==> src/rtl/oth_mul.sv <==
// Shift-add serial multiplier, one multiplier bit per cycle.
`timescale 1ns / 1ps
module oth_mul #(
   parameter int unsigned X_W = 108,
   parameter int unsigned Y_W = 54,
   parameter int unsigned P_W = 154
) (
   input  logic           clock,
   input  logic           reset,
   input  logic           start,
   input  logic [X_W-1:0] x,
   input  logic [Y_W-1:0] y,
   output logic           done,
   output logic [P_W-1:0] product
);

   logic           run_ff, run_in;
   logic [P_W-1:0] x_ff, x_in;
   logic [Y_W-1:0] y_ff, y_in;
   logic [P_W-1:0] acc_ff, acc_in;

   // Finished once the remaining multiplier bits are all zero
   assign done    = run_ff && (y_ff == '0);
   assign product = acc_ff;

   // Load operands, then add the shifted multiplicand for each set bit
   always_comb begin
      run_in = run_ff;
      x_in   = x_ff;
      y_in   = y_ff;
      acc_in = acc_ff;
      if (start) begin
         run_in = 1'b1;
         x_in   = P_W'(x);
         y_in   = y;
         acc_in = '0;
      end else if (run_ff) begin
         if (y_ff == '0) begin
            run_in = 1'b0;
         end else begin
            if (y_ff[0]) begin
               acc_in = acc_ff + x_ff;
            end
            x_in = x_ff << 1;
            y_in = y_ff >> 1;
         end
      end
   end

   always_ff @(posedge clock) begin
      if (reset) begin
         run_ff <= 1'b0;
      end else begin
         run_ff <= run_in;
      end
   end

   always_ff @(posedge clock) begin
      x_ff   <= x_in;
      y_ff   <= y_in;
      acc_ff <= acc_in;
   end

endmodule

==> config.mk <==
export PLATFORM = sky130hd
export DESIGN_NAME = oth_mul
export DESIGN_NICKNAME = d
export VERILOG_FILES = /design/src/rtl/oth_mul.sv
export SDC_FILE = /design/constraint.sdc
export NUM_CORES = 1
export LEC_CHECK = 0
export BUFFER_PORTS_ARGS = -buffer_cell sky130_fd_sc_hd__buf_2
export CORE_UTILIZATION = 50
export DETAILED_ROUTE_END_ITERATION = 7
export GPL_TIMING_DRIVEN = 0
export HOLD_SLACK_MARGIN = 0.06
export PLACE_DENSITY = 0.73
export SLEW_MARGIN = 15
export SYNTH_ARGS = -nofsm -noshare
export SYNTH_HDL_FRONTEND = slang
export SYNTH_SLANG_ARGS = --single-unit
==> constraint.sdc <==
create_clock -name clock -period 5.4 [get_ports clock]
set_input_delay 1.08 -clock clock [delete_from_list [all_inputs] [get_ports clock]]
set_output_delay 1.08 -clock clock [all_outputs]
set_load 0.005 [all_outputs]
==> impl_metrics.csv, run 1 <==
group,metric,value,unit
cells_and_area,fillerInstances,4431,
yosys,synthArstFlopShare,0,%
sta,maxSlewViolCount,0,
sta,slew_headroom,18.7,%
sta,hold_slack,472,ps
floorplan,rows,80,
placed_design,place_congestion,0.980,
yosys,synth.avg_cell_area,8.52,sq um
floorplan,start_util,51.0,%
cells_and_area,drive_gt1_share,20.6,%
floorplan,die_area,49900,sq um
yosys,synth_flop_cell,"dfxtp_1",
placed_design,dp_cells,3810,
yosys,synth.area.top_cells,"edfxtp_1 20%, dfxtp_1 16%, a21oi_1 8.6%",
yosys,synth_top_cell_by_area,"edfxtp_1",
cells_and_area,synthToLayoutAreaGrowth,15.6,%
sta,worst_pin_slew,1210,ps
worst_setup_path,startpoint,"x_ff[59]",
yosys,synth_fp_nets,3194,
yosys,ys_ff_latch,363,
cells_and_area,finalNonFillerCells,3891,
worst_setup_path,crit_required,5840,ps
worst_setup_path,path_cells,"ha_1 -> buf_2 -> nand4_1 -> nor4_1 -> nand4_1 -> or2_2 -> o21ai_1 -> a31o_2 -> o211ai_1 -> and3_1 -> o21ai_1 -> a21oi_1",
grt,antenna_found_initial,5,
hold_path,hp-start,"x_ff[114]",
worst_setup_path,ff2ff_setup_slack,550,ps
worst_setup_path,worst-path-max-fanout,8,
yosys,synthSimpleGateAreaFrac,18.0,%
clock_network,clkSlewWorstSetupHoldPaths,70,ps
clock_network,post-cts-setup-buffer-count,0,
worst_setup_path,r2r_cells,12,
floorplan,ios,320,
route,drc_errors,0,
floorplan,fp.dieH,223,um
power_and_ir_drop,powerDensity,285,nW/um^2
route,dr.pass1.iters,5,
placed_design,placed_cell_area,26900,sq um
sta,post-route-period-util,89.8,%
power_and_ir_drop,peakVddDrop,0.307,mV
grt,grt_pass1_vias,22500,
sta,grt_setup_unrepaired,"false",
clock_network,worstSkewPairLatency,590,ps
clock_network,cts_tree,"yes",
yosys,synth_cells,2875,
cells_and_area,fin_area,28300,sq um
worst_setup_path,end_kind,"flip-flop",
yosys,yosysSeqAreaShare,36.3,%
cells_and_area,seq_area,8890,sq um
clock_network,cts_sinks,363,
route,wire_per_inst,22.4,um
worst_setup_path,critPathSlowestCell,"nor4_1",
grt,grt_overflow,0,
worst_setup_path,crit_type,"reg2reg",
cells_and_area,multi_input_area,14700,sq um
worst_setup_path,arrival,5290,ps
yosys,synth_compound_area_share,21.5,%
route,drtAntennaViolNets,0,
clock_network,cts_htree_levels,2,
worst_setup_path,start_kind,"flip-flop",
route,drt_iter0_drc,2066,
yosys,synth-xor-area-share,4.94,%
yosys,synth_area,24500,sq um
hold_path,hold_depth,2,
floorplan,core_area,48000,sq um
power_and_ir_drop,p_leak,11.6,nW
placed_design,hpwl,69500,um
worst_setup_path,slowest_delay,1020,ps
worst_setup_path,rr_startpoint,"x_ff[59]",
sta,fin_crit,4850,ps
yosys,yosysWarningCount,0,
yosys,netlist.area_leader.share,19.9,%
sta,fmax,206,MHz
cells_and_area,utilization,58.9,%
route,totalWireLength,87100,um
yosys,synth_edf_count,162,
grt,grt_max_degree,97,
route,vias,23600,
yosys,synth.mux.area_fraction,7.44,%
clock_network,cts_resized,0,
grt,grt_pass1_wl,131000,um
sta,fin_worst_skew,15.3,ps
clock_network,cts_max_path_buffers,3,
yosys,yosys.cell_types.count,90,
hold_path,hold_path.class,"reg2reg",
placed_design,io_buffer_count,318,
sta,finalSetupViolations,0,
flow_run,maxCapViolations,0,
hold_path,min_to,"x_ff[115]",
clock_network,cts_buffers,43,
yosys,synth_most_common_cell,"nand2_1",
yosys,synth_top_family_by_area,"compound AO/OA/AOI/OAI gates",
power_and_ir_drop,power,8.07,mW
route,vias_per_cell,6.07,
yosys,synth_common_cells,"502 x nand2_1, 421 x a21oi_1, 201 x dfxtp_1",
run_status,status,"finished, final reports clean",
grt,grt_usage,34.1,%
clock_network,cts_root_buffer,"clkbuf_16",
cells_and_area,num-nets-final,3559,
floorplan,die_x,223,um
worst_setup_path,rr_endpoint,"product[141]",
clock_network,ctsHoldBuffers,0,
sta,hold_violations,0,
yosys,synth_adder_area_share,7.90,%
## kinds of logic after synthesis
| family | count (synthesis) |
|---|---|
| compound gates | 873 |
| xor+xnor | 138 |
| fa+ha+maj | 154 |
| buf+inv | 225 |
| flops | 363 |
| mux | 162 |
| simple gates | 960 |
## worst max path at each step
| stage | endpoint | slack [ps] | cells past startpoint |
|---|---|---|---|
| final | product[141] | 550 | 12 |
| after global routing | product[141] | 480 | 12 |
| after CTS | product[141] | 760 | 12 |
| after detailed placement | product[141] | 800 | 12 |
| after global placement | x_ff[40] | -740 | 7 |
| after floorplan | x_ff[0] | 1190 | 7 |
## power breakdown
part / internal, mW / switching [mW] / total [mW]
Clock: 1.69 / 1.22 / 2.91
Combinational: 0.700 / 1.19 / 1.89
Sequential: 3.12 / 0.161 / 3.28
Total: 5.50 / 2.57 / 8.07
## state kept, by name, indices dropped and copies added, names as in the netlist
name,cells
product,154
run_ff,1
x_ff,154
y_ff,54
## layer usage
layer | GRT usage (%) | vias to the layer above | routed length (um) | share of wire, %
met3 | 5.10 | 149 | 6040 | 6.9
li1 | - | 11200 | - | -
met1 | 46.6 | 11300 | 38500 | 44
met2 | 54.7 | 893 | 39400 | 45
met5 | 0 | - | 53 | 0.061
met4 | 12.2 | 8 | 3100 | 3.6
## critical path, delay by kind of cell (launching register included)
kind	cells	cell delay, ps
buf+inv	1	200
fa+ha+maj	1	300
compound gates	5	1250
flops	1	430
simple gates	5	2510
## stage by stage
stage | worst slack [ps] | setup TNS [ps]
global placement | -740 | -115620
finish | 552 | 0
CTS | 763 | 0
detailed placement | 799 | 0
floorplan | 1190 | 0
global route | 475 | 0
## cells in the final DEF (no fill, tap or decap), types with 12 or more instances in the layout
| cell type | instances |
|---|---|
| dfxtp_1 | 201 |
| ha_1 | 153 |
| and4_1 | 14 |
| o211ai_1 | 13 |
| o21a_1 | 22 |
| o21ai_1 | 20 |
| o31ai_1 | 12 |
| nand4_1 | 92 |
| nor4_1 | 31 |
| nand2_1 | 501 |
| nor3_1 | 39 |
| a31oi_1 | 18 |
| clkbuf_16 | 43 |
| a21o_1 | 65 |
| inv_1 | 47 |
| o21bai_1 | 45 |
| edfxtp_1 | 162 |
| xor2_1 | 56 |
| xnor2_1 | 82 |
| nand2b_1 | 15 |
| a21oi_1 | 421 |
| nand3_1 | 33 |
| mux2_2 | 160 |
| buf_2 | 383 |
| o21ai_0 | 160 |
| nor2b_1 | 13 |
| clkbuf_1 | 111 |
| nor2_1 | 165 |
## area by class of cell
class | instances | area share [%]
multi-input combinational | 2287 | 51.8
clock buffer | 67 | 4.37
inverter | 47 | 0.623
timing repair buffer | 320 | 5.74
tap | 615 | 2.72
clock inverter | 13 | 0.557
sequential | 363 | 31.4
buffer | 178 | 2.79
antenna | 1 | 0.00884
Note: power is estimated with default switching activity, not from simulation.
==> run 2, diff against run 1 <==
Settings changed: CORE_UTILIZATION 50 to 54, PLACE_DENSITY 0.73 to 0.78, TNS_END_PERCENT set to 30.
==> run 2 against run 1 <==
Against the previous run:
- combinational power barely moved
- sequential power is essentially flat
- critical path depth did not move
- non-clock buffer count is 1 lower
- maximum frequency grew 6.2%
- clock skew is 19 ps higher
- design area hardly changed
- global-route usage up 2.4 points
- clock-buffer cell count decreased by 13
- first-iteration DRC count shrank 0.73%
- total power up 0.97%
- core utilization increased by 4.7 points
- critical path type unchanged
- critical endpoint unchanged
- largest power group unchanged
==> impl_metrics.csv, run 2 (synthesis gave the netlist of run 1 again) <==
group,metric,value,unit
sta,fin_crit,4570,ps
worst_setup_path,slowest_delay,800,ps
cells_and_area,synthToLayoutAreaGrowth,15.6,%
grt,grt_max_degree,99,
clock_network,clkSlewWorstSetupHoldPaths,60,ps
hold_path,hold_path.class,"reg2reg",
route,totalWireLength,86300,um
floorplan,fp.dieH,215,um
worst_setup_path,worst-path-max-fanout,8,
worst_setup_path,crit_required,5870,ps
route,drtAntennaViolNets,0,
floorplan,core_area,44500,sq um
sta,post-route-period-util,84.6,%
flow_run,maxCapViolations,0,
worst_setup_path,end_kind,"flip-flop",
cells_and_area,layout_common_cells,"501 x nand2_1, 421 x a21oi_1, 382 x buf_2",
sta,slew_headroom,18.4,%
sta,fin_worst_skew,33.8,ps
grt,grt_pass1_vias,22800,
grt,grt_pass1_wl,132000,um
floorplan,die_area,46200,sq um
run_status,status,"finished, final reports clean",
sta,hold_slack,472,ps
grt,grt_overflow,0,
clock_network,cts_sinks,363,
sta,fmax,219,MHz
power_and_ir_drop,peakVddDrop,0.305,mV
worst_setup_path,start_kind,"flip-flop",
route,vias,23900,
clock_network,worstSkewPairLatency,610,ps
clock_network,cts_tree,"yes",
sta,fin_tns_setup,0,ps
clock_network,cts_htree_levels,2,
route,wire_per_inst,22.3,um
worst_setup_path,crit_type,"reg2reg",
floorplan,start_util,55.0,%
placed_design,hpwl,68000,um
route,dr.pass1.iters,8,
sta,finalSetupViolations,0,
sta,maxSlewViolCount,0,
clock_network,cts_buffers,42,
worst_setup_path,cp_top_family,"simple AND/OR/NAND/NOR gates",
clock_network,cts_root_buffer,"clkbuf_16",
route,drt_iter0_drc,2051,
worst_setup_path,path_cells,"ha_1 -> buf_2 -> nand4_1 -> nor4_2 -> nand4_1 -> or2_2 -> o21ai_1 -> a31o_2 -> o211ai_1 -> and3_1 -> o21ai_1 -> a21oi_1",
route,vias_per_cell,6.17,
power_and_ir_drop,powerDensity,288,nW/um^2
clock_network,cts_max_path_buffers,3,
route,drc_errors,0,
floorplan,ios,320,
power_and_ir_drop,power,8.15,mW
worst_setup_path,critPathBufInv,1,
grt,grt_usage,36.5,%
worst_setup_path,arrival,5040,ps
cells_and_area,final_common_cell,"nand2_1",
sta,grt_setup_unrepaired,"false",
clock_network,post-cts-setup-buffer-count,0,
cells_and_area,drive_gt1_share,20.9,%
placed_design,io_buffer_count,318,
floorplan,rows,77,
clock_network,cts_resized,0,
clock_network,ctsHoldBuffers,0,
floorplan,die_x,215,um
placed_design,place_congestion,1.00,
power_and_ir_drop,p_leak,11.6,nW
sta,worst_pin_slew,1220,ps
sta,hold_violations,0,
cells_and_area,num-nets-final,3557,
worst_setup_path,critPathSlowestCell,"nor4_2",
grt,antenna_found_initial,1,
[run 2: power by group]
part	switching, mW	internal, mW
Sequential	0.160	3.12
Combinational	1.20	0.700
Clock	1.26	1.72
[run 2: worst min-delay path, stage by stage, from the launching register on]
cell and delay, ps:
dfxtp_1 320, nand2_1 60, a21oi_1 50
[run 2: routing by layer]
metal	wire length, um	global-route usage (%)	vias up
li1	-	-	11200
met1	37400	49.0	11500
met2	39000	58.8	1006
met3	6910	6.69	167
met4	3020	12.3	2
met5	9	0	-
[run 2: path summary, 6_finish.rpt]
check               start      endpoint  slack, ps  depth (start not counted)
max reg2reg      x_ff[59]  product[141]        830                         12
min reg2reg  product[117]  product[117]        470                          2
max              x_ff[59]  product[141]        830                         12
min          product[117]  product[117]        470                          2
[run 2: per-stage QoR]
| stage | utilization (%) | instance area, sq um | setup slack (ps) | instances |
|---|---|---|---|---|
| after global placement | 60.3 | 26800 | -721 | 3785 |
| after global routing | 63.6 | 28300 | 618 | 3864 |
| after floorplan | - | 24500 | 1190 | 2875 |
| after detailed placement | 60.4 | 26900 | 691 | 3786 |
| final | 63.6 | 28300 | 834 | 3865 |
| after CTS | 63.6 | 28300 | 657 | 3864 |
[run 2: cell type report]
| class | instances | area, sq um |
|---|---|---|
| Inverter | 47 | 176 |
| Clock inverter | 24 | 304 |
| Multi-Input combinational cell | 2287 | 14700 |
| Tap cell | 592 | 741 |
| Clock buffer | 54 | 1140 |
| Sequential cell | 363 | 8890 |
| Timing Repair Buffer | 319 | 1620 |
| Fill cell | 3887 | 16200 |
| Antenna cell | 1 | 2.50 |
| Buffer | 178 | 787 |
==> run 3, diff against run 2 <==
Settings changed: CORE_UTILIZATION 54 to 55, PLACE_DENSITY 0.78 to 0.77.
Clock period 5.4 ns to 4.6 ns, I/O delays scaled along.
==> run 3 against run 2 <==
Against the previous run:
- sequential share of layout area increased by 0.072 points
- maximum frequency up 3.4%
- global-route usage grew 0.63 points
- clock-buffer cell count stayed put
- largest cell class unchanged
- worst setup slack lost 650 ps
- design area fell by 0.23%
- combinational power is 17% higher
- sequential power grew 18%
- highest routed layer unchanged
==> impl_metrics.csv, run 3 (synthesis gave the netlist of run 1 again) <==
group,metric,value,unit
run_status,status,"finished, final reports clean",
worst_setup_path,critPathBufInv,1,
placed_design,dpl_worst_slack,149,ps
power_and_ir_drop,peakVddDrop,0.366,mV
route,totalWireLength,85800,um
worst_setup_path,r2r_cells,15,
worst_setup_path,arrival,4880,ps
cells_and_area,seq_area,8890,sq um
cells_and_area,num_antenna_cells,0,
cells_and_area,layout_common_cells,"501 x nand2_1, 421 x a21oi_1, 382 x buf_2",
worst_setup_path,critPathSlowestCell,"a21oi_1",
flow_run,maxCapViolations,0,
floorplan,die_area,45400,sq um
sta,fin_worst_skew,16.4,ps
worst_setup_path,ff2ff_setup_slack,180,ps
cells_and_area,num-nets-final,3557,
route,wl_met3,6870,um
sta,maxSlewViolCount,0,
floorplan,core_area,43500,sq um
floorplan,start_util,56.4,%
worst_setup_path,worst-path-max-fanout,5,
sta,fin_ws,185,ps
grt,grt_pass1_wl,129000,um
worst_setup_path,end_kind,"flip-flop",
grt,grt_pass1_vias,22800,
sta,grt_setup_unrepaired,"false",
placed_design,io_buffer_count,318,
worst_setup_path,slowest_delay,500,ps
grt,grt_max_degree,96,
worst_setup_path,crit_required,5070,ps
clock_network,cts_sinks,363,
clock_network,cts_max_path_buffers,3,
route,drc_errors,0,
clock_network,cts_tree,"yes",
sta,post-route-period-util,96.0,%
grt,grt_overflow,0,
floorplan,fp.dieH,213,um
route,maxUsedRoutingLayer,"met5",
cells_and_area,final_common_cell,"nand2_1",
route,drt-met1-wl,36800,um
clock_network,cts_buffers,42,
route,vias_per_cell,6.21,
worst_setup_path,cp_top_family,"compound AO/OA/AOI/OAI gates",
cells_and_area,fillerInstances,3767,
floorplan,die_x,213,um
route,route.met2.wl,38700,um
route,wire_per_inst,22.2,um
sta,finalSetupViolations,0,
sta,hold_violations,0,
worst_setup_path,start_kind,"flip-flop",
clock_network,worstSkewPairLatency,610,ps
route,drtAntennaViolNets,0,
hold_path,hold_depth,2,
clock_network,cts_root_buffer,"clkbuf_16",
sta,fmax,226,MHz
clock_network,clkSlewWorstSetupHoldPaths,70,ps
placed_design,hpwl,67300,um
placed_design,place_congestion,1.04,
grt,antenna_found_initial,2,
worst_setup_path,crit_type,"reg2reg",
worst_setup_path,path_depth,15,
hold_path,hold_path.class,"reg2reg",
floorplan,ios,320,
worst_setup_path,path_cells,"ha_1 -> inv_1 -> fa_1 -> nor2b_1 -> o31a_1 -> o211ai_1 -> a31oi_1 -> o211ai_1 -> a21oi_1 -> nor2_2 -> o41ai_4 -> o21ai_2 -> o31ai_2 -> xnor2_1 -> o21ai_1",
power_and_ir_drop,p_leak,11.6,nW
clock_network,cts_htree_levels,2,
cells_and_area,synthToLayoutAreaGrowth,15.4,%
sta,hold_slack,471,ps
sta,slew_headroom,16.5,%
worst_setup_path,path_common_cell,"o211ai_1",
cells_and_area,drive_gt1_share,20.7,%
route,dr.pass1.iters,7,
route,drt_iter0_drc,1941,
floorplan,rows,76,
grt,grt_usage,37.1,%
power_and_ir_drop,powerDensity,336,nW/um^2
cells_and_area,multi_input_area,14700,sq um
power_and_ir_drop,power,9.49,mW
sta,worst_pin_slew,1250,ps
route,vias,23900,
sta,fin_crit,4420,ps
## run 3: what timing repair did
| item | in CTS | in global routing |
|---|---|---|
| setup endpoints to repair | 0 | 5 |
| hold buffers | 0 | 0 |
| gates resized for setup | 0 | 2 |
| buffers inserted | 0 | 0 |
## run 3: routing by layer
layer  vias up  track usage (%)
li1      11200                -
met1     11500             49.3
met2      1079             59.2
met3       194             6.74
met4         4             15.3
met5         -                0
## run 3: report_power, final
| part | internal, mW | leakage (nW) | switching [mW] |
|---|---|---|---|
| Combinational | 0.822 | 7.63 | 1.41 |
| Sequential | 3.66 | 3.26 | 0.189 |
| Clock | 1.94 | 0.663 | 1.48 |
| Total | 6.42 | 11.6 | 3.07 |
## run 3: path summary, 6_finish.rpt
kind	from	to
worst max-delay path	product[0]	product[150]
worst min-delay path	product[127]	product[127]
worst max register to register	product[0]	product[150]
worst min register to register	product[127]	product[127]
## run 3: tightest hold or removal path: stages (launching register included)
cell	delay (ps)
dfxtp_1	330
nand2_1	50
o21ai_1	50
## run 3: final cells by class
type	instances	share of cell area [%]
Clock buffer	54	4.03
Buffer	178	2.78
Inverter	47	0.624
Clock inverter	22	0.881
Multi-Input combinational cell	2287	51.9
Sequential cell	363	31.5
Timing Repair Buffer	319	5.73
Tap cell	585	2.59
## run 3: per-stage QoR
step	cell area [sq um]	util, %	setup TNS [ps]	cells
after CTS	28200	65.0	0	3855
after global placement	26800	61.7	-236370	3778
final	28300	65.0	0	3855
after global routing	28300	65.0	0	3855
after floorplan	24500	-	0	2875
after detailed placement	26900	61.8	0	3779
